## src/hw/rtl/tces_pkg.sv

```systemverilog
// Shared constants, register indexes and control structs for the touch
// coordinate edge snap block. No dependencies.
package tces_pkg;

    localparam int FINGER_SLOTS = 2;
    localparam int SLOT_W       = 1;
    localparam int COORD_W      = 12;
    localparam int POS_W        = 14;
    localparam int PRESS_W      = 8;
    localparam int NIB_W        = 4;
    localparam int OUT_W        = 16;
    localparam int MODE_W       = 4;
    localparam int TH_W         = 4 * COORD_W;
    localparam int TGT_W        = 14;
    localparam int SNAP_W       = 4 * TGT_W;
    localparam int SCALE_X      = 320;
    localparam int SCALE_Y      = 540;
    // magnitude of (14-bit signed position) * 540 fits in 23 bits
    localparam int MAG_W        = 23;
    localparam int CNT_W        = 5;
    localparam int CFG_IDX_W    = 3;
    localparam int CFG_DATA_W   = SNAP_W;

    localparam logic [CFG_IDX_W-1:0] REG_MODE   = 3'd0;
    localparam logic [CFG_IDX_W-1:0] REG_MAX_X  = 3'd1;
    localparam logic [CFG_IDX_W-1:0] REG_MAX_Y  = 3'd2;
    localparam logic [CFG_IDX_W-1:0] REG_TH_X   = 3'd3;
    localparam logic [CFG_IDX_W-1:0] REG_TH_Y   = 3'd4;
    localparam logic [CFG_IDX_W-1:0] REG_SNAP   = 3'd5;

    localparam logic [COORD_W-1:0] MAX_RESET = 12'd4095;

    typedef struct packed {
        logic load_in;
        logic snap;
        logic mul;
        logic div_start;
        logic load_out;
    } cmd_t;

    typedef struct packed {
        logic div_done;
    } status_t;

endpackage

```

## src/hw/rtl/tces_if.sv

```systemverilog
// Valid/ready channel interfaces for finger samples and processed results.
// Depends on tces_pkg.
interface tces_sample_if;
    logic                              valid;
    logic                              ready;
    logic [tces_pkg::SLOT_W-1:0]       slot;
    logic [tces_pkg::COORD_W-1:0]      raw_x;
    logic [tces_pkg::COORD_W-1:0]      raw_y;
    logic [tces_pkg::PRESS_W-1:0]      pressure;
    logic [tces_pkg::NIB_W-1:0]        width_x;
    logic [tces_pkg::NIB_W-1:0]        width_y;
    logic                              frame_end;

    modport source (output valid, slot, raw_x, raw_y, pressure, width_x, width_y,
                    frame_end, input ready);
    modport sink   (input valid, slot, raw_x, raw_y, pressure, width_x, width_y,
                    frame_end, output ready);
endinterface

interface tces_result_if;
    logic                              valid;
    logic                              ready;
    logic signed [tces_pkg::OUT_W-1:0] pos_x;
    logic signed [tces_pkg::OUT_W-1:0] pos_y;
    logic [tces_pkg::PRESS_W-1:0]      touch_pressure;
    logic [tces_pkg::NIB_W-1:0]        touch_width;
    logic                              frame_last;

    modport source (output valid, pos_x, pos_y, touch_pressure, touch_width,
                    frame_last, input ready);
    modport sink   (input valid, pos_x, pos_y, touch_pressure, touch_width,
                    frame_last, output ready);
endinterface

```

## src/hw/rtl/tces_div.sv

```systemverilog
// Restoring unsigned divider, one quotient bit per cycle.
// Depends on tces_pkg.
module tces_div (
    input  logic                          clk,
    input  logic                          rst_n,
    input  logic                          start,
    input  logic [tces_pkg::MAG_W-1:0]    dividend,
    input  logic [tces_pkg::COORD_W-1:0]  divisor,
    output logic [tces_pkg::MAG_W-1:0]    quotient,
    output logic                          busy
);

    logic [tces_pkg::COORD_W-1:0] rem_reg, rem_next;
    logic [tces_pkg::MAG_W-1:0]   quo_reg, quo_next;
    logic [tces_pkg::COORD_W-1:0] div_reg, div_next;
    logic [tces_pkg::CNT_W-1:0]   cnt_reg, cnt_next;
    logic                         busy_reg, busy_next;
    logic [tces_pkg::COORD_W:0]   shifted;
    logic [tces_pkg::COORD_W:0]   diff;
    logic                         fits;

    assign shifted = {rem_reg, quo_reg[tces_pkg::MAG_W-1]};
    assign diff    = shifted - {1'b0, div_reg};
    assign fits    = shifted >= {1'b0, div_reg};

    always_comb
    begin
        rem_next  = rem_reg;
        quo_next  = quo_reg;
        div_next  = div_reg;
        cnt_next  = cnt_reg;
        busy_next = busy_reg;
        if (start)
        begin
            rem_next  = '0;
            quo_next  = dividend;
            div_next  = divisor;
            cnt_next  = '0;
            busy_next = 1'b1;
        end
        else if (busy_reg)
        begin
            // remainder stays below the divisor, so it fits COORD_W bits
            rem_next = fits ? diff[tces_pkg::COORD_W-1:0] : shifted[tces_pkg::COORD_W-1:0];
            quo_next = {quo_reg[tces_pkg::MAG_W-2:0], fits};
            cnt_next = cnt_reg + 1'b1;
            if (cnt_reg == tces_pkg::CNT_W'(tces_pkg::MAG_W - 1))
            begin
                busy_next = 1'b0;
            end
        end
    end

    always_ff @(posedge clk or negedge rst_n)
    begin
        if (!rst_n)
        begin
            cnt_reg  <= '0;
            busy_reg <= 1'b0;
        end
        else
        begin
            cnt_reg  <= cnt_next;
            busy_reg <= busy_next;
        end
    end

    always_ff @(posedge clk)
    begin
        rem_reg <= rem_next;
        quo_reg <= quo_next;
        div_reg <= div_next;
    end

    assign quotient = quo_reg;
    assign busy     = busy_reg;

endmodule

```

## src/hw/rtl/tces_ctrl.sv

```systemverilog
// Sequencer for one finger sample: capture, snap, multiply, divide, deliver.
// Depends on tces_pkg.
module tces_ctrl (
    input  logic              clk,
    input  logic              rst_n,
    input  logic              sample_valid,
    output logic              sample_ready,
    output logic              result_valid,
    input  logic              result_ready,
    output tces_pkg::cmd_t    cmd,
    input  tces_pkg::status_t status
);

    localparam logic [2:0] S_IDLE  = 3'd0;
    localparam logic [2:0] S_SNAP  = 3'd1;
    localparam logic [2:0] S_MUL   = 3'd2;
    localparam logic [2:0] S_START = 3'd3;
    localparam logic [2:0] S_DIV   = 3'd4;
    localparam logic [2:0] S_DONE  = 3'd5;

    logic [2:0] state_reg, state_next;
    logic       out_valid_reg, out_valid_next;

    always_comb
    begin
        state_next     = state_reg;
        out_valid_next = out_valid_reg && !result_ready;
        cmd            = '0;
        case (state_reg)
            S_IDLE:
            begin
                if (sample_valid)
                begin
                    cmd.load_in = 1'b1;
                    state_next  = S_SNAP;
                end
            end
            S_SNAP:
            begin
                cmd.snap   = 1'b1;
                state_next = S_MUL;
            end
            S_MUL:
            begin
                cmd.mul    = 1'b1;
                state_next = S_START;
            end
            S_START:
            begin
                cmd.div_start = 1'b1;
                state_next    = S_DIV;
            end
            S_DIV:
            begin
                if (status.div_done)
                begin
                    state_next = S_DONE;
                end
            end
            S_DONE:
            begin
                // hold until the output register is free or being drained
                if (!out_valid_reg || result_ready)
                begin
                    cmd.load_out   = 1'b1;
                    out_valid_next = 1'b1;
                    state_next     = S_IDLE;
                end
            end
            default:
            begin
                state_next = S_IDLE;
            end
        endcase
    end

    always_ff @(posedge clk or negedge rst_n)
    begin
        if (!rst_n)
        begin
            state_reg     <= S_IDLE;
            out_valid_reg <= 1'b0;
        end
        else
        begin
            state_reg     <= state_next;
            out_valid_reg <= out_valid_next;
        end
    end

    assign sample_ready = (state_reg == S_IDLE);
    assign result_valid = out_valid_reg;

endmodule

```

## src/hw/rtl/tces_dp.sv

```systemverilog
// Datapath: configuration registers, mirror and snap with per-slot latches,
// scaling multiply, two dividers and saturation. Depends on tces_pkg, tces_div.
module tces_dp (
    input  logic                                  clk,
    input  logic                                  rst_n,
    input  tces_pkg::cmd_t                        cmd,
    output tces_pkg::status_t                     status,
    input  logic                                  cfg_we,
    input  logic [tces_pkg::CFG_IDX_W-1:0]        cfg_index,
    input  logic [tces_pkg::CFG_DATA_W-1:0]       cfg_data,
    input  logic [tces_pkg::SLOT_W-1:0]           slot,
    input  logic [tces_pkg::COORD_W-1:0]          raw_x,
    input  logic [tces_pkg::COORD_W-1:0]          raw_y,
    input  logic [tces_pkg::PRESS_W-1:0]          pressure,
    input  logic [tces_pkg::NIB_W-1:0]            width_x,
    input  logic [tces_pkg::NIB_W-1:0]            width_y,
    input  logic                                  frame_end,
    output logic signed [tces_pkg::OUT_W-1:0]     pos_x,
    output logic signed [tces_pkg::OUT_W-1:0]     pos_y,
    output logic [tces_pkg::PRESS_W-1:0]          touch_pressure,
    output logic [tces_pkg::NIB_W-1:0]            touch_width,
    output logic                                  frame_last
);

    typedef struct packed {
        logic signed [tces_pkg::POS_W-1:0] p;
        logic                              next;
    } snap_res_t;

    function automatic snap_res_t snap_axis(
        input logic signed [tces_pkg::POS_W-1:0] p,
        input logic [tces_pkg::TH_W-1:0]         th,
        input logic signed [tces_pkg::TGT_W-1:0] lo_t,
        input logic signed [tces_pkg::TGT_W-1:0] hi_t,
        input logic                              latched
    );
        snap_res_t                         r;
        logic signed [tces_pkg::POS_W-1:0] lo_on, lo_off, hi_on, hi_off;
        lo_on  = $signed({2'b00, th[11:0]});
        lo_off = $signed({2'b00, th[23:12]});
        hi_on  = $signed({2'b00, th[35:24]});
        hi_off = $signed({2'b00, th[47:36]});
        r.p    = p;
        r.next = latched;
        if (latched)
        begin
            if (p <= lo_off)
                r.p = lo_t;
            else if (p >= hi_off)
                r.p = hi_t;
            else
                r.next = 1'b0;
        end
        else
        begin
            if (p <= lo_on)
            begin
                r.p    = lo_t;
                r.next = 1'b1;
            end
            else if (p >= hi_on)
            begin
                r.p    = hi_t;
                r.next = 1'b1;
            end
        end
        return r;
    endfunction

    function automatic logic [tces_pkg::OUT_W-1:0] saturate(
        input logic [tces_pkg::MAG_W-1:0] q,
        input logic                       neg
    );
        logic [tces_pkg::OUT_W-1:0] r;
        if (!neg)
            r = (q > tces_pkg::MAG_W'(32767)) ? 16'h7fff : q[tces_pkg::OUT_W-1:0];
        else
            r = (q > tces_pkg::MAG_W'(32768)) ? 16'h8000 : (~q[tces_pkg::OUT_W-1:0] + 1'b1);
        return r;
    endfunction

    // configuration
    logic [tces_pkg::MODE_W-1:0]  mode_reg;
    logic [tces_pkg::COORD_W-1:0] max_x_reg, max_y_reg;
    logic [tces_pkg::TH_W-1:0]    th_x_reg, th_y_reg;
    logic [tces_pkg::SNAP_W-1:0]  targets_reg;

    // hysteresis latches, one per slot and axis
    logic [tces_pkg::FINGER_SLOTS-1:0] latch_x_reg, latch_y_reg;

    // captured sample
    logic [tces_pkg::SLOT_W-1:0]  slot_reg;
    logic [tces_pkg::COORD_W-1:0] raw_x_reg, raw_y_reg;
    logic [tces_pkg::PRESS_W-1:0] press_reg;
    logic [tces_pkg::NIB_W-1:0]   wx_reg, wy_reg;
    logic                         frame_reg;

    // pipeline of one item
    logic signed [tces_pkg::POS_W-1:0] p0_reg, p1_reg;
    logic [tces_pkg::MAG_W-1:0]        prod0_reg, prod1_reg;
    logic                              neg0_reg, neg1_reg;
    logic [tces_pkg::COORD_W-1:0]      dvs0_reg, dvs1_reg;

    // output payload
    logic [tces_pkg::OUT_W-1:0]   pos_x_reg, pos_y_reg;
    logic [tces_pkg::PRESS_W-1:0] out_press_reg;
    logic [tces_pkg::NIB_W-1:0]   out_width_reg;
    logic                         out_frame_reg;

    logic signed [tces_pkg::POS_W-1:0] mir_x, mir_y, pos0, pos1;
    snap_res_t                         snap_x, snap_y;
    logic                              slot_ok, lat_x, lat_y;
    logic [tces_pkg::POS_W-1:0]        mag0, mag1;
    logic [tces_pkg::MAG_W-1:0]        prod0, prod1, q0, q1;
    logic [tces_pkg::NIB_W:0]          wsum;
    logic                              busy0, busy1;

    always_ff @(posedge clk or negedge rst_n)
    begin
        if (!rst_n)
        begin
            mode_reg    <= '0;
            max_x_reg   <= tces_pkg::MAX_RESET;
            max_y_reg   <= tces_pkg::MAX_RESET;
            th_x_reg    <= '0;
            th_y_reg    <= '0;
            targets_reg <= '0;
        end
        else if (cfg_we)
        begin
            case (cfg_index)
                tces_pkg::REG_MODE:  mode_reg    <= cfg_data[tces_pkg::MODE_W-1:0];
                tces_pkg::REG_MAX_X: max_x_reg   <= cfg_data[tces_pkg::COORD_W-1:0];
                tces_pkg::REG_MAX_Y: max_y_reg   <= cfg_data[tces_pkg::COORD_W-1:0];
                tces_pkg::REG_TH_X:  th_x_reg    <= cfg_data[tces_pkg::TH_W-1:0];
                tces_pkg::REG_TH_Y:  th_y_reg    <= cfg_data[tces_pkg::TH_W-1:0];
                tces_pkg::REG_SNAP:  targets_reg <= cfg_data[tces_pkg::SNAP_W-1:0];
                default: ;
            endcase
        end
    end

    // mirror, then snap against the latched state of this slot
    assign mir_x = mode_reg[0] ? ($signed({2'b00, max_x_reg}) - $signed({2'b00, raw_x_reg}))
                               : $signed({2'b00, raw_x_reg});
    assign mir_y = mode_reg[1] ? ($signed({2'b00, max_y_reg}) - $signed({2'b00, raw_y_reg}))
                               : $signed({2'b00, raw_y_reg});

    assign slot_ok = (int'(slot_reg) < tces_pkg::FINGER_SLOTS);
    assign lat_x   = slot_ok && latch_x_reg[slot_reg];
    assign lat_y   = slot_ok && latch_y_reg[slot_reg];

    assign snap_x = snap_axis(mir_x, th_x_reg, $signed(targets_reg[13:0]),
                              $signed(targets_reg[27:14]), lat_x);
    assign snap_y = snap_axis(mir_y, th_y_reg, $signed(targets_reg[41:28]),
                              $signed(targets_reg[55:42]), lat_y);

    always_comb
    begin
        pos0 = mode_reg[2] ? snap_x.p : mir_x;
        pos1 = mode_reg[2] ? snap_y.p : mir_y;
        if (mode_reg[3])
        begin
            pos0 = mode_reg[2] ? snap_y.p : mir_y;
            pos1 = mode_reg[2] ? snap_x.p : mir_x;
        end
    end

    always_ff @(posedge clk or negedge rst_n)
    begin
        if (!rst_n)
        begin
            latch_x_reg <= '0;
            latch_y_reg <= '0;
        end
        else if (cmd.snap && mode_reg[2] && slot_ok)
        begin
            latch_x_reg[slot_reg] <= snap_x.next;
            latch_y_reg[slot_reg] <= snap_y.next;
        end
    end

    // sign-magnitude multiply by the screen span
    assign mag0  = p0_reg[tces_pkg::POS_W-1] ? (~p0_reg + 1'b1) : p0_reg;
    assign mag1  = p1_reg[tces_pkg::POS_W-1] ? (~p1_reg + 1'b1) : p1_reg;
    assign prod0 = tces_pkg::MAG_W'(mag0) * tces_pkg::MAG_W'(tces_pkg::SCALE_X);
    assign prod1 = tces_pkg::MAG_W'(mag1) * tces_pkg::MAG_W'(tces_pkg::SCALE_Y);

    assign wsum = {1'b0, wx_reg} + {1'b0, wy_reg};

    always_ff @(posedge clk)
    begin
        if (cmd.load_in)
        begin
            slot_reg  <= slot;
            raw_x_reg <= raw_x;
            raw_y_reg <= raw_y;
            press_reg <= pressure;
            wx_reg    <= width_x;
            wy_reg    <= width_y;
            frame_reg <= frame_end;
        end
        if (cmd.snap)
        begin
            p0_reg <= pos0;
            p1_reg <= pos1;
        end
        if (cmd.mul)
        begin
            prod0_reg <= prod0;
            prod1_reg <= prod1;
            neg0_reg  <= p0_reg[tces_pkg::POS_W-1];
            neg1_reg  <= p1_reg[tces_pkg::POS_W-1];
            // a zero maximum divides as one
            dvs0_reg  <= (max_x_reg == '0) ? tces_pkg::COORD_W'(1) : max_x_reg;
            dvs1_reg  <= (max_y_reg == '0) ? tces_pkg::COORD_W'(1) : max_y_reg;
        end
        if (cmd.load_out)
        begin
            pos_x_reg     <= saturate(q0, neg0_reg);
            pos_y_reg     <= saturate(q1, neg1_reg);
            out_press_reg <= press_reg;
            out_width_reg <= wsum[tces_pkg::NIB_W:1];
            out_frame_reg <= frame_reg;
        end
    end

    tces_div u_div0 (
        .clk      (clk),
        .rst_n    (rst_n),
        .start    (cmd.div_start),
        .dividend (prod0_reg),
        .divisor  (dvs0_reg),
        .quotient (q0),
        .busy     (busy0)
    );

    tces_div u_div1 (
        .clk      (clk),
        .rst_n    (rst_n),
        .start    (cmd.div_start),
        .dividend (prod1_reg),
        .divisor  (dvs1_reg),
        .quotient (q1),
        .busy     (busy1)
    );

    assign status.div_done = !busy0 && !busy1;

    assign pos_x          = $signed(pos_x_reg);
    assign pos_y          = $signed(pos_y_reg);
    assign touch_pressure = out_press_reg;
    assign touch_width    = out_width_reg;
    assign frame_last     = out_frame_reg;

endmodule

```

## src/hw/rtl/touch_coordinate_edge_snap.sv

```systemverilog
// Each accepted sample is captured, snapped, scaled, divided and saturated into the output.
// The 23-step restoring dividers pace items; no new sample is taken until the output loads.
// One item is in work at a time; a finished result waits in the output register.
// Reset (rst_n, async, low): config to defaults, snap latches cleared, idle.
// Depends on tces_pkg, tces_if, tces_ctrl, tces_dp.
module touch_coordinate_edge_snap (
    input  logic                              clk,
    input  logic                              rst_n,
    tces_sample_if.sink                       sample,
    tces_result_if.source                     result,
    input  logic                              cfg_we,
    input  logic [tces_pkg::CFG_IDX_W-1:0]    cfg_index,
    input  logic [tces_pkg::CFG_DATA_W-1:0]   cfg_data
);

    // Controller and datapath talk only through the command and status structs.
    tces_pkg::cmd_t    cmd;
    tces_pkg::status_t status;

    // Sequence per item: capture, mirror, snap (updates latches in snap mode) and swap,
    // multiply, run both axis dividers in parallel, saturate into the output.
    tces_ctrl u_ctrl (
        .clk          (clk),
        .rst_n        (rst_n),
        .sample_valid (sample.valid),
        .sample_ready (sample.ready),
        .result_valid (result.valid),
        .result_ready (result.ready),
        .cmd          (cmd),
        .status       (status)
    );

    // Config writes land directly in the datapath's registers; they are
    // expected only while no item is in work.
    tces_dp u_dp (
        .clk            (clk),
        .rst_n          (rst_n),
        .cmd            (cmd),
        .status         (status),
        .cfg_we         (cfg_we),
        .cfg_index      (cfg_index),
        .cfg_data       (cfg_data),
        .slot           (sample.slot),
        .raw_x          (sample.raw_x),
        .raw_y          (sample.raw_y),
        .pressure       (sample.pressure),
        .width_x        (sample.width_x),
        .width_y        (sample.width_y),
        .frame_end      (sample.frame_end),
        .pos_x          (result.pos_x),
        .pos_y          (result.pos_y),
        .touch_pressure (result.touch_pressure),
        .touch_width    (result.touch_width),
        .frame_last     (result.frame_last)
    );

endmodule

```

## src/flat_wrapper.sv

```systemverilog
// flat-port wrapper written by rule: the top's interface ports become plain ports
module touch_coordinate_edge_snap_flat 
  (clk, rst_n, cfg_we, cfg_index, cfg_data, sample_valid, sample_slot, sample_raw_x, sample_raw_y, sample_pressure, sample_width_x, sample_width_y, sample_frame_end, sample_ready, result_valid, result_pos_x, result_pos_y, result_touch_pressure, result_touch_width, result_frame_last, result_ready);
  tces_sample_if sample_i ();
  tces_result_if result_i ();
  input  logic clk;
  input  logic rst_n;
  input  logic cfg_we;
  input  logic [tces_pkg::CFG_IDX_W-1:0] cfg_index;
  input  logic [tces_pkg::CFG_DATA_W-1:0] cfg_data;
  input wire logic [$bits(sample_i.valid)-1:0] sample_valid;
  input wire logic [$bits(sample_i.slot)-1:0] sample_slot;
  input wire logic [$bits(sample_i.raw_x)-1:0] sample_raw_x;
  input wire logic [$bits(sample_i.raw_y)-1:0] sample_raw_y;
  input wire logic [$bits(sample_i.pressure)-1:0] sample_pressure;
  input wire logic [$bits(sample_i.width_x)-1:0] sample_width_x;
  input wire logic [$bits(sample_i.width_y)-1:0] sample_width_y;
  input wire logic [$bits(sample_i.frame_end)-1:0] sample_frame_end;
  output wire logic [$bits(sample_i.ready)-1:0] sample_ready;
  output wire logic [$bits(result_i.valid)-1:0] result_valid;
  output wire logic [$bits(result_i.pos_x)-1:0] result_pos_x;
  output wire logic [$bits(result_i.pos_y)-1:0] result_pos_y;
  output wire logic [$bits(result_i.touch_pressure)-1:0] result_touch_pressure;
  output wire logic [$bits(result_i.touch_width)-1:0] result_touch_width;
  output wire logic [$bits(result_i.frame_last)-1:0] result_frame_last;
  input wire logic [$bits(result_i.ready)-1:0] result_ready;
  assign sample_i.valid = sample_valid;
  assign sample_i.slot = sample_slot;
  assign sample_i.raw_x = sample_raw_x;
  assign sample_i.raw_y = sample_raw_y;
  assign sample_i.pressure = sample_pressure;
  assign sample_i.width_x = sample_width_x;
  assign sample_i.width_y = sample_width_y;
  assign sample_i.frame_end = sample_frame_end;
  assign sample_ready = sample_i.ready;
  assign result_valid = result_i.valid;
  assign result_pos_x = result_i.pos_x;
  assign result_pos_y = result_i.pos_y;
  assign result_touch_pressure = result_i.touch_pressure;
  assign result_touch_width = result_i.touch_width;
  assign result_frame_last = result_i.frame_last;
  assign result_i.ready = result_ready;
  touch_coordinate_edge_snap u_core (.clk(clk), .rst_n(rst_n), .sample(sample_i), .result(result_i), .cfg_we(cfg_we), .cfg_index(cfg_index), .cfg_data(cfg_data));
endmodule
```

## config.mk

```make
export PLATFORM = sky130hd
export DESIGN_NAME = touch_coordinate_edge_snap_flat
export DESIGN_NICKNAME = d
export VERILOG_FILES = /design/src/hw/rtl/tces_pkg.sv /design/src/hw/rtl/tces_if.sv /design/src/hw/rtl/tces_div.sv /design/src/hw/rtl/tces_ctrl.sv /design/src/hw/rtl/tces_dp.sv /design/src/hw/rtl/touch_coordinate_edge_snap.sv /design/src/flat_wrapper.sv
export SDC_FILE = /design/constraint.sdc
export NUM_CORES = 1
export LEC_CHECK = 0
export BUFFER_PORTS_ARGS = -buffer_cell sky130_fd_sc_hd__buf_2
export CORE_MARGIN = 8
export CORE_UTILIZATION = 35
export DETAILED_ROUTE_END_ITERATION = 8
export GPL_TIMING_DRIVEN = 0
export SYNTH_ARGS = -nofsm -noshare
export SYNTH_HDL_FRONTEND = slang
export SYNTH_SLANG_ARGS = --single-unit
```

## constraint.sdc

```tcl
create_clock -name clk -period 5.3 [get_ports clk]
set_clock_uncertainty 0.15 [all_clocks]
set_input_delay 0 -clock clk [delete_from_list [all_inputs] [get_ports clk]]
set_output_delay 0 -clock clk [all_outputs]
set_load 0.01 [all_outputs]
```

==> results of run 1 <==
-- logic make-up (layout without fill, tap and decap cells) --
logic type / after synthesis / count (layout) / synth area share [%]
DFF: 473 / 473 / 47.5
muxes: 169 / 169 / 6.84
other: 0 / 3 / 0
xor gates and xnor gates: 84 / 84 / 2.69
AOI/OAI and AO/OA: 524 / 524 / 13.3
buffers and inverters: 370 / 819 / 5.18
and+or+nand+nor: 676 / 676 / 12.1
adders and majority gates: 257 / 257 / 12.5
-- cells in the final DEF (no fill, tap or decap), types with 18 or more instances in the layout --
| cell | n |
|---|---|
| dfstp_2 | 24 |
| edfxtp_1 | 249 |
| mux2i_1 | 26 |
| nor2_1 | 116 |
| dfrtp_1 | 176 |
| nand4_1 | 27 |
| a21o_1 | 25 |
| buf_2 | 157 |
| a21oi_1 | 83 |
| xor2_1 | 21 |
| clkbuf_16 | 53 |
| dfxtp_1 | 24 |
| fa_1 | 26 |
| nor3_1 | 42 |
| nor4_1 | 18 |
| buf_4 | 36 |
| clkbuf_1 | 102 |
| nand2b_1 | 18 |
| nand3_1 | 37 |
| o21a_1 | 28 |
| mux2_2 | 131 |
| o21ai_0 | 135 |
| xnor2_1 | 57 |
| nand2_1 | 282 |
| dlygate4sd3_1 | 155 |
| inv_1 | 263 |
| ha_1 | 224 |
| a211oi_1 | 25 |
-- critical path: cells and delay by family, from the launching register on --
| kind | cells | cell delay (ps) |
|---|---|---|
| xor+xnor | 1 | 250 |
| compound gates | 11 | 2840 |
| flops | 1 | 590 |
| simple gates | 2 | 300 |
| fa+ha+maj | 2 | 540 |
| mux | 1 | 290 |
-- final timing paths --
path	startpoint	end	slack, ps	cells after the start
worst max-delay path	u_core.u_dp.max_y_reg[1]$_DFFE_PN1P_	u_core.u_dp.p0_reg[5]$_DFFE_PN_	70	17
worst min register to register	u_core.u_dp.press_reg[0]$_DFFE_PP_	u_core.u_dp.touch_pressure[0]$_DFFE_PP_	230	0
worst min-delay path	cfg_data[48]	u_core.u_dp.targets_reg[48]$_DFFE_PN0P_	50	3
worst max register to register	u_core.u_dp.max_y_reg[1]$_DFFE_PN1P_	u_core.u_dp.p0_reg[5]$_DFFE_PN_	70	17
min in group asynchronous	rst_n	u_core.u_dp.max_y_reg[6]$_DFFE_PN1P_	460	3
max in group asynchronous	rst_n	u_core.u_dp.th_x_reg[4]$_DFFE_PN0P_	3890	4
-- metal layers --
metal  share of wire, %  routed length [µm]  up-vias
met3                5.4                4150      156
met4                3.6                2780        0
met2                 46               35100      568
li1                   -                   -     9996
met5                  0                   0        -
met1                 45               34300     9930
-- area by class of cell --
cell class / count / share of cell area (%)
tap: 1040 / 3.85
multi-input combinational: 1710 / 40.3
timing repair buffer: 349 / 8.08
sequential: 473 / 38.5
clock buffer: 74 / 4.31
antenna: 3 / 0.0222
buffer: 102 / 1.24
inverter: 268 / 2.98
clock inverter: 26 / 0.700
-- stage by stage --
stage | cells | util (%) | setup TNS [ps] | cell area, µm²
2_1_floorplan | 2553 | - | 0 | 27300
3_3_place_gp | 3745 | 38.0 | -13150 | 29400
3_5_place_dp | 3754 | 38.2 | -13430 | 29600
4_1_cts | 4015 | 42.7 | -12.0 | 33100
5_1_grt | 4043 | 43.6 | -506 | 33800
6_report | 4045 | 43.6 | 0 | 33800
-- timing repair --
item,CTS,global route
setup endpoints to repair,33,31
gates resized for setup,39,84
endpoints found under the hold margin,453,0
hold buffers,156,0
buffers inserted,5,27
pin swaps,6,24
==> metrics.md, run 1 <==
| Metric | Value |
|---|---|
| Fmax | 191 MHz |
| Final hold slack | 45.3 ps |
| YS warnings | 0 |
| CP endpoint kind | flop |
| Synth area leader | edfxtp_1 |
| DR DRC count | 0 |
| Met3 global-route usage | 2.51% |
| Met1 usage | 22.9% |
| Relative slew slack | 10.8% |
| Required time of the critical path | 5510 ps |
| Count of different cell masters after synthesis | 117 |
| Post-synth EDFFs | 249 |
| Die height | 296 µm |
| Count leader, synth | nand2_1 |
| NumNets Final | 3320 |
| Final setup fails | 0 |
| Die width | 296 µm |
| RSZ-0062 raised after global routing | true |
| Antenna viol nets, final | 0 |
| Number of global-route vias before repair | 20200 |
| HP Class | primary input to flop |
| Initial Util | 35.3% |
| M2 GR Usage | 28.0% |
| Largest net degree at the start of global routing | 119 |
| Max reg flops | 56 |
| Slew at the pin closest to its max-slew limit | 1320 ps |
| Critical Path Fanout Max | 7 |
| Post-Syn Area | 0.0273 mm² |
| IO Port Bufs | 152 |
| Post-synth net total | 2916 |
| Post-layout min period | 5230 ps |
| Core Area | 0.0775 mm² |
| # IOs | 153 |
| Initial DRT Pass Iterations | 5 |
| Share of cells above drive strength 1 | 20.0% |
| Clock Latency Late Sink | 640 ps |
| Synth-to-Final Area Change | 23.5% |
| Clock-pin slew on the worst setup and hold paths | 60 ps |
| CTS root buffer | clkbuf_16 |
| H-tree Lvls | 2 |
| Die Area | 0.0873 mm² |
| CP max stage cell | dfstp_2 |
| Area of the multi-input gates | 0.0136 mm² |
| Total track usage | 17.0% |
| Critical path type | flop to flop |
| Clock Path Buffers | 3 |
| Largest stage delay, worst path | 590 ps |
| Post-place setup slack | -670 ps |
| Final Hold Fails | 0 |
| Max-Cap Viols | 0 |
| Synth area leaders | edfxtp_1, dfrtp_1, ha_1, mux2_2, nand2_1 |
| Register area share after synthesis | 47.5% |
| CP Data Arrival Time | 5450 ps |
| GR peak layer | met2 |
| Syn avg cell area | 10.7 µm² |
| Most Frequent Cell on Critical Path | ha_4 |
| Flip-flop and latch area | 0.0130 mm² |
| Dominant synthesized flop cell | edfxtp_1 |
| Cts bufs inserted | 53 |
| Synth Register Bits | 473 |
| Post-synth top area share | 27.3% |
| Post-route setup slack | 67.6 ps |
| List of most frequent post-synthesis cells | nand2_1, inv_1, edfxtp_1 |
| Grt total ovfl | 0 |
| Cell Chain, Critical Path | ha_4 -> nor2b_4 -> o31a_1 -> o41a_1 -> a2111oi_4 -> a211oi_2 -> xnor2_2 -> a21oi_4 -> ha_4 -> o21a_1 -> o21ai_1 -> a41oi_2 -> o21ai_2 -> o32ai_4 -> nand3_4 -> o221a_1 -> mux2_4 |
| Post-DP HPWL | 55500 µm |
| Final max-slew violation count | 0 |
| First-pass GRT wire length | 117000 µm |
| WL/cell | 18.8 µm |
| Final estimated routing congestion in global placement | 0.920 |
| Fill cells | 7405 |
| Initial antenna violation count | 2 |
| DR vias/cell | 5.11 |
| Sink Count | 473 |
| CTS tree | yes |
| Worst Setup Start Kind | flop |
| Row count | 102 |
| Cells after Synth | 2553 |
| Vias | 20700 |
| Final WL | 76200 µm |
| Final Cycle Share | 98.7% |
| Fraction of registers with async set or reset after synthesis | 42.3% |
| Starting DRC count in detailed routing | 1218 |
| Status | completed |
Power of run 1 is left out: the tool's default activity adds up to more than one toggle a clock period on the data nets, which glitch-free logic cannot reach.
==> inputs of run 2 (changes only) <==
--- a/config.mk
+++ b/config.mk
@@ -6,7 +6,7 @@
 export NUM_CORES = 1
 export LEC_CHECK = 0
 export BUFFER_PORTS_ARGS = -buffer_cell sky130_fd_sc_hd__buf_2
-export CORE_MARGIN = 8
+export CORE_MARGIN = 2
 export CORE_UTILIZATION = 35
 export DETAILED_ROUTE_END_ITERATION = 8
 export GPL_TIMING_DRIVEN = 0
==> metrics.md, run 2 (synthesis results as in run 1) <==
| Metric | Value |
|---|---|
| Status | completed |
| Row count | 102 (unchanged) |
| IO Port Bufs | 152 (unchanged) |
| Clock Latency Late Sink | 640 ps (about the same) |
| Fin Setup TNS | 0 ps (unchanged) |
| Final Hold Fails | 0 (unchanged) |
| Hold Crit Depth | 4 (+1) |
| Fmax | 190 MHz (-0.77%) |
| First-pass GRT wire length | 115000 µm (-1.4%) |
| Grt total ovfl | 0 (unchanged) |
| Cell Chain, Critical Path | ha_4 -> nor2b_4 -> o31a_1 -> o41a_1 -> a2111oi_4 -> buf_4 -> xor2_2 -> mux2i_4 -> ha_4 -> nand3_2 -> o21bai_4 -> a2111oi_4 -> nand2_2 -> o32ai_4 -> nand3_4 -> o221a_1 -> mux2_2 |
| Core Area | 0.0775 mm² (unchanged) |
| Die height | 284 µm (-4.1%) |
| Initial Util | 35.3% (unchanged) |
| Max-Cap Viols | 0 (unchanged) |
| Initial antenna violation count | 1 (-1) |
| Clock Path Buffers | 3 (unchanged) |
| CTS tree | yes |
| CP bufs+invs | 1 (+1) |
| NumNets Final | 3322 (+0.060%) |
| Fill cells | 7364 (-0.55%) |
| CP Data Arrival Time | 5490 ps (+40 ps) |
| Slew at the pin closest to its max-slew limit | 1200 ps (-120 ps) |
| Final max-slew violation count | 0 (unchanged) |
| Final estimated routing congestion in global placement | 0.920 (about the same) |
| Placed Area | 0.0296 mm² (about the same) |
| Total track usage | 18.3% (+1.2 points) |
| Required time of the critical path | 5520 ps (about the same) |
| DR vias/cell | 5.08 (-0.45%) |
| DR DRC count | 0 (unchanged) |
| Largest net degree at the start of global routing | 116 (-2.5%) |
| H-tree Lvls | 2 (unchanged) |
| Final WL | 75000 µm (-1.6%) |
| CP top delay family | compound AO/OA/AOI/OAI gates |
| Critical path type | flop to flop |
| Largest stage delay, worst path | 590 ps (about the same) |
| Max reg flops | 56 (unchanged) |
| CP max stage cell | dfstp_2 |
| Worst Setup Start Kind | flop |
| Post-DP HPWL | 54100 µm (-2.5%) |
| Dpl cells | 3755 (+0.027%) |
| Clock-pin slew on the worst setup and hold paths | 60 ps (about the same) |
| Vias | 20600 (-0.43%) |
| # IOs | 153 (unchanged) |
| Post-layout min period | 5270 ps (+40.8 ps) |
| Starting DRC count in detailed routing | 1293 (+6.2%) |
| Worst Reg-to-Reg Cells | 17 (unchanged) |
| Die width | 284 µm (-4.1%) |
| Relative slew slack | 19.8% (+9.0 points) |
| Number of global-route vias before repair | 20000 (-0.66%) |
| Final setup fails | 0 (unchanged) |
| Cts bufs inserted | 55 (+3.8%) |
| Antenna viol nets, final | 0 (unchanged) |
| Finished layout cell area | 0.0340 mm² (+0.76%) |
| Share of cells above drive strength 1 | 20.1% (+0.12 points) |
| Final Non-Filler Cells | 4046 (+0.025%) |
| CP endpoint kind | flop |
| HP Class | primary input to flop |
| RSZ-0062 raised after global routing | true |
| Commonest cells after routing, fill and taps aside | nand2_1, inv_1, edfxtp_1, ha_1, dfrtp_1 |
| Die Area | 0.0804 mm² (-8.0%) |
| Critical Path Fanout Max | 7 (unchanged) |
| Sink Count | 473 (unchanged) |
| CTS root buffer | clkbuf_16 |
| WL/cell | 18.5 µm (-1.6%) |
| Final Cycle Share | 99.5% (+0.77 points) |
| Synth-to-Final Area Change | 24.4% |
| Critical Path Stages | 17 (unchanged) |
| Initial DRT Pass Iterations | 5 (unchanged) |
| Commonest non-fill, non-tap cell in the layout | nand2_1 |
run 2: area by class of cell:
type	instances	area (µm²)	share of cell area, %
Antenna cell	2	5.00	0.0147
Buffer	102	419	1.23
Clock buffer	78	1570	4.63
Clock inverter	24	358	1.05
Inverter	268	1010	2.96
Multi-Input combinational cell	1710	13600	40.1
Sequential cell	473	13000	38.2
Tap cell	1040	1300	3.82
Timing Repair Buffer	349	2740	8.05
run 2: tightest hold or removal path: stages:
cell and delay [ps]:
buf_2 130, nor4bb_1 220, clkbuf_1 190, mux2_2 250
run 2: path summary, 6_finish.rpt:
kind | start | end | slack [ps]
max | u_core.u_dp.max_y_reg[1]$_DFFE_PN1P_ | u_core.u_dp.p0_reg[6]$_DFFE_PN_ | 30
min | cfg_we | u_core.u_dp.max_y_reg[11]$_DFFE_PN1P_ | 40
max reg2reg | u_core.u_dp.max_y_reg[1]$_DFFE_PN1P_ | u_core.u_dp.p0_reg[6]$_DFFE_PN_ | 30
min reg2reg | u_core.u_dp.press_reg[4]$_DFFE_PP_ | u_core.u_dp.touch_pressure[4]$_DFFE_PP_ | 260
max in group asynchronous | rst_n | u_core.u_dp.u_div0.cnt_reg[2]$_DFFE_PN0P_ | 3990
min in group asynchronous | rst_n | u_core.u_dp.max_y_reg[11]$_DFFE_PN1P_ | 380
run 2: metrics by stage:
step	utilization (%)	hold WS (ps)	setup WS (ps)
2_1_floorplan	-	-446	208
3_3_place_gp	38.0	26.7	-603
3_5_place_dp	38.2	-62.0	-645
4_1_cts	43.1	1.79	-3.85
5_1_grt	43.9	40.0	-175
6_report	43.9	38.7	26.8
run 2: routing by layer:
layer,wire (µm),global-route usage (%)
met5,13,0
met4,2580,6.15
met3,4110,2.93
met2,34800,30.2
met1,33500,24.3
run 2: repair_timing:
item,CTS,global route
resized for setup,37,89
endpoints found under the setup margin,32,31
hold buffers,161,0
pin swaps,6,25
hold endpoints to repair,441,0
setup buffers,6,21
Power of run 2 is left out for the same reason.
